--- src/rdz_pkg.sv ---
// Package: shared widths, constants and helpers for the radial dead-zone block
`default_nettype none
package rdz_pkg;
  localparam int CORDIC_STAGES = 16;
  localparam int ATAN_ENTRIES = 24;
  localparam int NSTG = (CORDIC_STAGES < ATAN_ENTRIES) ? CORDIC_STAGES : ATAN_ENTRIES;
  localparam int THR_W = 17;
  localparam int LEN_W = 18;
  localparam int SQ_W = 34;
  localparam int MAG_W = 16;
  localparam int CW = 28;
  localparam int DIV_W = 32;
  localparam int QDEPTH = 4;
  localparam int QPTR_W = 2;
  localparam logic [15:0] ONE_Q15 = 16'h8000;
  localparam logic [31:0] HALF_TURN = 32'h8000_0000;
  localparam logic [0:0] REG_INNER = 1'b0;
  localparam logic [0:0] REG_OUTER = 1'b1;

  typedef enum logic [1:0] {
    MAP_ZERO = 2'b01,
    MAP_DIV  = 2'b10
  } map_kind_t;

  // Classified item handed from front to back.
  typedef struct packed {
    logic signed [15:0] x;
    logic signed [15:0] y;
    logic [LEN_W-1:0] len;
    logic [15:0] mag;
    logic is_zero;
    logic need_div;
    logic [LEN_W-1:0] num;
    logic [THR_W-1:0] den;
  } item_t;

  function automatic logic [31:0] atan_turn(input int i);
    logic [31:0] t;
    case (i)
      0: t = 32'h20000000; 1: t = 32'h12E4051E; 2: t = 32'h09FB385B;
      3: t = 32'h051111D4; 4: t = 32'h028B0D43; 5: t = 32'h0145D7E1;
      6: t = 32'h00A2F61E; 7: t = 32'h00517C55; 8: t = 32'h0028BE53;
      9: t = 32'h00145F2F; 10: t = 32'h000A2F98; 11: t = 32'h000517CC;
      12: t = 32'h00028BE6; 13: t = 32'h000145F3; 14: t = 32'h0000A2FA;
      15: t = 32'h0000517D; 16: t = 32'h000028BE; 17: t = 32'h0000145F;
      18: t = 32'h00000A30; 19: t = 32'h00000518; 20: t = 32'h0000028C;
      21: t = 32'h00000146; 22: t = 32'h000000A3; 23: t = 32'h00000051;
      default: t = 32'h0;
    endcase
    return t;
  endfunction
endpackage
`default_nettype wire

--- src/rdz_queue.sv ---
// Short queue between front and back ends
`default_nettype none
module rdz_queue
  import rdz_pkg::*;
(
  input  wire logic clk,
  input  wire logic rst,
  input  wire logic push,
  input  wire item_t din,
  input  wire logic pop,
  output logic not_empty,
  output item_t dout
);
  item_t mem [0:QDEPTH-1];
  logic [QPTR_W:0] wp, rp;
  assign not_empty = (wp != rp);
  assign dout = mem[rp[QPTR_W-1:0]];
  // Advance pointers on each transfer
  always_ff @(posedge clk) begin
    if (rst) begin
      wp <= '0; rp <= '0;
    end else begin
      if (push) wp <= wp + 1'b1;
      if (pop && not_empty) rp <= rp + 1'b1;
    end
    if (push) mem[wp[QPTR_W-1:0]] <= din;
  end
endmodule
`default_nettype wire

--- config.mk ---
export PLATFORM = sky130hd
export DESIGN_NAME = rdz_queue
export DESIGN_NICKNAME = d
export VERILOG_FILES = /design/src/rdz_pkg.sv /design/src/rdz_queue.sv
export SDC_FILE = /design/constraint.sdc
export NUM_CORES = 1
export LEC_CHECK = 0
export BUFFER_PORTS_ARGS = -buffer_cell sky130_fd_sc_hd__buf_2
export CORE_UTILIZATION = 50
export CTS_BUF_LIST = sky130_fd_sc_hd__clkbuf_16
export DETAILED_ROUTE_END_ITERATION = 6
export PLACE_DENSITY = 0.75
export SLEW_MARGIN = 0
export SYNTH_ARGS = -nofsm -noshare
export SYNTH_HDL_FRONTEND = slang
export SYNTH_SLANG_ARGS = --single-unit
--- constraint.sdc ---
create_clock -name clk -period 7.22 [get_ports clk]
set_input_delay 0.722 -clock clk [delete_from_list [all_inputs] [get_ports clk]]
set_output_delay 0.722 -clock clk [all_outputs]
set_load 0.005 [all_outputs]
==> metrics.txt <==
# TYPE chip_impl_metric gauge
chip_impl_metric{name="worst-slew-pin-transition",unit="ns"} 1.04
chip_impl_metric{name="async_sr_flop_fraction",unit="%"} 0
chip_impl_metric{name="clkLatencyLatePin",unit="ns"} 0.53
chip_impl_metric{name="avgViaCountPerCell",unit=""} 5.46
chip_impl_metric{name="worst_rel_slew_slack",unit="%"} 30.6
chip_impl_metric{name="place_area",unit="µm²"} 16800
chip_impl_metric{name="multi_input_area",unit="µm²"} 2620
chip_impl_metric{name="detail_route.first_pass.iterations",unit=""} 4
chip_impl_metric{name="die_width",unit="µm"} 178
chip_impl_metric{name="fin_crit_sh",unit="%"} 47.7
chip_impl_metric{name="area_added_between_synthesis_and_finish",unit="%"} 17.8
chip_impl_info{name="ys_top_cells_by_area",value="edfxtp_1 80%, mux4_2 15%, buf_12 1.0%, dfxtp_1 1.0%, ha_1 0.41%"} 1
chip_impl_info{name="timing.critical_path.cells",value="buf_4 -> mux4_2 -> buf_2"} 1
chip_impl_info{name="setup_repair_after_global_routing_missed_its_margin",value="false"} 1
chip_impl_metric{name="route.detailed.drc",unit=""} 0
chip_impl_metric{name="timing.critical_path.buf_inv",unit=""} 2
chip_impl_metric{name="final.fill_count",unit=""} 2081
chip_impl_metric{name="synth.ff_latch_count",unit=""} 420
chip_impl_info{name="crit_path_start_kind",value="flop"} 1
chip_impl_metric{name="gp_congestion",unit=""} 0.694
chip_impl_metric{name="num_vias",unit=""} 6834
chip_impl_metric{name="wl_per_cell",unit="µm"} 21.9
chip_impl_metric{name="final_net_count",unit=""} 938
chip_impl_metric{name="grt_pass1_vias",unit=""} 7248
chip_impl_metric{name="total_die_area",unit="µm²"} 31500
chip_impl_metric{name="synthesis.nets",unit=""} 702
chip_impl_metric{name="pwr-share-clk",unit="%"} 35.1
chip_impl_metric{name="drv_cap",unit=""} 0
chip_impl_metric{name="cts.htree.levels",unit=""} 2
chip_impl_metric{name="die_h",unit="µm"} 178
chip_impl_metric{name="postCtsHoldBufs",unit=""} 0
chip_impl_metric{name="detail_route.iter0.violations",unit=""} 483
chip_impl_metric{name="cp_data_arrival_time",unit="ns"} 2.72
chip_impl_metric{name="slowest_delay",unit="ns"} 0.83
chip_impl_metric{name="final_core_utilization",unit="%"} 60.6
chip_impl_metric{name="synthDistinctLibCells",unit=""} 29
chip_impl_metric{name="total_power",unit="mW"} 6.04
chip_impl_metric{name="final.min_clock_period",unit="ns"} 3.44
chip_impl_metric{name="cts_setup_buffers",unit=""} 0
chip_impl_info{name="synth_top_flop_cell",value="edfxtp_1"} 1
chip_impl_metric{name="report.final.slew_viol_count",unit=""} 0
chip_impl_metric{name="grt_usage",unit="%"} 17.7
chip_impl_metric{name="yosysTopAreaCellShare",unit="%"} 80.3
chip_impl_metric{name="synth-seq-area-share",unit="%"} 81.4
chip_impl_metric{name="max-clock-path-buffers",unit=""} 3
chip_impl_metric{name="route.final.wire_length",unit="mm"} 27.4
chip_impl_metric{name="post_synth_instance_area",unit="µm²"} 15400
chip_impl_info{name="timing.hold.worst.class",value="input port to flop"} 1
chip_impl_metric{name="number_of_antenna_violations_at_the_first_check_in_global_routing",unit=""} 4
chip_impl_metric{name="floorplan.initialDensity",unit="%"} 51.4
chip_impl_metric{name="ioPinCount",unit=""} 211
chip_impl_metric{name="power.internal",unit="mW"} 4.63
chip_impl_metric{name="worst-endpoint-required",unit="ns"} 6.50
chip_impl_metric{name="clock-sinks",unit=""} 420
chip_impl_metric{name="overflow",unit=""} 0
chip_impl_metric{name="floorplan.core_area",unit="µm²"} 30000
chip_impl_metric{name="ff2ff_setup_slack",unit="ns"} 4.71
chip_impl_info{name="cpLargestDelayFamily",value="buffers and inverters"} 1
chip_impl_info{name="critPathKind",value="flop to primary output"} 1
chip_impl_info{name="cts-root-buf",value="clkbuf_16"} 1
chip_impl_metric{name="cts_inserted_buffers",unit=""} 42
chip_impl_info{name="timing.critical_path.to_type",value="primary output"} 1
chip_impl_metric{name="post_synth_inst_count",unit=""} 590
chip_impl_metric{name="count_of_final_hold_check_violations",unit=""} 0
chip_impl_metric{name="ir_worst_vdd",unit="V"} 0.000229
chip_impl_metric{name="first_pass_grt_wire_length",unit="mm"} 41.3
chip_impl_metric{name="worst_path_max_fanout",unit=""} 68
chip_impl_metric{name="sequential_cell_area",unit="µm²"} 12500
chip_impl_metric{name="power.density_cell_area",unit="nW/µm²"} 333
chip_impl_info{name="synth_most_common_cell",value="edfxtp_1"} 1
chip_impl_info{name="run_status",value="complete, no violations"} 1
chip_impl_info{name="cell_type_of_the_slowest_stage_on_the_worst_timing_path",value="buf_4"} 1
chip_impl_metric{name="cts.repair.resized",unit=""} 0
chip_impl_metric{name="grt_max_degree",unit=""} 74
chip_impl_info{name="post_synth_most_frequent_cells",value="412 x edfxtp_1, 103 x mux4_2, 8 x buf_12, 8 x buf_2, 8 x dfxtp_1"} 1
chip_impl_metric{name="ys.warnings.count",unit=""} 0
chip_impl_metric{name="max_freq",unit="MHz"} 291
chip_impl_metric{name="dp_hpwl",unit="mm"} 16.0
chip_impl_metric{name="netSwitchingFraction",unit="%"} 23.2
chip_impl_metric{name="final_antenna_net_count",unit=""} 0
chip_impl_metric{name="synth_edf_count",unit=""} 412
chip_impl_metric{name="p_leak",unit="nW"} 6.08
chip_impl_info{name="clock_tree_from_tritoncts",value="done"} 1
chip_impl_metric{name="register_clock_pin_slew_on_the_reported_worst_setup_and_hold_paths",unit="ns"} 0.06
chip_impl_metric{name="synth_area_per_cell",unit="µm²"} 26.1
chip_impl_metric{name="report.final.setup_viol",unit=""} 0
chip_impl_info{name="synthDominantAreaCellType",value="edfxtp_1"} 1
chip_impl_metric{name="fraction_of_power_consumed_by_sequential_logic",unit="%"} 48.0
chip_impl_metric{name="share_of_post_route_cells_with_drive_strength_above_1",unit="%"} 44.9
chip_impl_metric{name="pwr-share-comb",unit="%"} 16.9
chip_impl_metric{name="p_sw",unit="mW"} 1.40
chip_impl_metric{name="final_design_area_no_fill",unit="µm²"} 18100
chip_impl_metric{name="fin_setup_tns",unit="ns"} 0
chip_impl_metric{name="clock_skew",unit="ns"} 0.00598
chip_impl_metric{name="core.rowCount",unit=""} 63
chip_impl_metric{name="port_buffers",unit=""} 210
chip_impl_metric{name="final.hold.worst_slack",unit="ns"} 0.406
path summary, 6_finish.rpt:
path / from / endpoint / cells after the start
setup / recovery: flop / dout[84] / 3
hold / removal: din[15] / mem[0][15]$_DFFE_PP_ / 1
setup reg to reg: wp[1]$_SDFFE_PP0P_ / mem[0][73]$_DFFE_PP_ / 4
hold reg to reg: rp[2]$_SDFFE_PP0P_ / rp[2]$_SDFFE_PP0P_ / 2
cell type report:
class | instances | area share (%)
Timing Repair Buffer | 216 | 6.11
Clock inverter | 31 | 1.31
Sequential cell | 420 | 69.1
Inverter | 3 | 0.0621
Clock buffer | 45 | 6.21
Multi-Input combinational cell | 143 | 14.4
Antenna cell | 3 | 0.0414
Tap cell | 390 | 2.69
metrics by stage:
| stage | instances | setup WS [ns] |
|---|---|---|
| after floorplan | 590 | 3.62 |
| after global placement | 1172 | 4.24 |
| after detailed placement | 1172 | 4.28 |
| after CTS | 1248 | 3.72 |
| after global routing | 1248 | 3.60 |
| final | 1251 | 3.78 |
worst reg2reg max path: cells and delay by family, from the launching register on:
kind | cells | cell delay [ns]
AND/OR/NAND/NOR | 1 | 0.84
buffers and inverters | 2 | 0.74
flip-flops | 1 | 0.39
adder cells (fa/ha/maj) | 1 | 0.15
registers in the layout, summed over array words and instances, names as in the netlist, named ones only:
register	cells
mem	412
rp	3
wp	3
power groups by stage:
stage               clock network [mW]  registers [mW]  logic, mW
finish                            2.12            2.90       1.02
global route                      2.25            2.92       1.11
CTS                               2.16            2.90       1.05
detailed placement                   0            2.95       1.05
global placement                     0            2.95       1.03
floorplan                            0            2.89      0.788
logic make-up after synthesis:
| logic type | after synthesis | synth area share, % |
|---|---|---|
| AOI/OAI and AO/OA | 7 | 0.333 |
| xor gates and xnor gates | 6 | 0.341 |
| DFF | 420 | 81.4 |
| buffers and inverters | 27 | 1.69 |
| adders and majority gates | 5 | 0.406 |
| and+or+nand+nor | 21 | 0.731 |
| muxes | 104 | 15.1 |
cells in the final DEF (no fill, tap or decap), types with 2 or more instances in the layout:
cell,count
dfxtp_4,2
nand4_1,2
diode_2,3
buf_2,210
inv_1,6
mux4_2,103
edfxtp_1,412
clkinv_2,9
xnor2_1,5
bufinv_16,4
and2_4,4
clkbuf_16,45
ha_1,5
clkinv_1,14
nand3_1,5
nor2_1,3
nand2_1,3
buf_4,5
nor3b_1,2
dfxtp_1,6
metal layers:
layer	vias to the layer above	part of all wire, %	track usage [%]
met5	-	0.099	0
met4	6	1.7	4.38
met3	45	8.5	5.83
met2	245	48	28.1
met1	3506	42	23.7
li1	3032	-	-
Note: power is estimated with default switching activity, not from simulation.
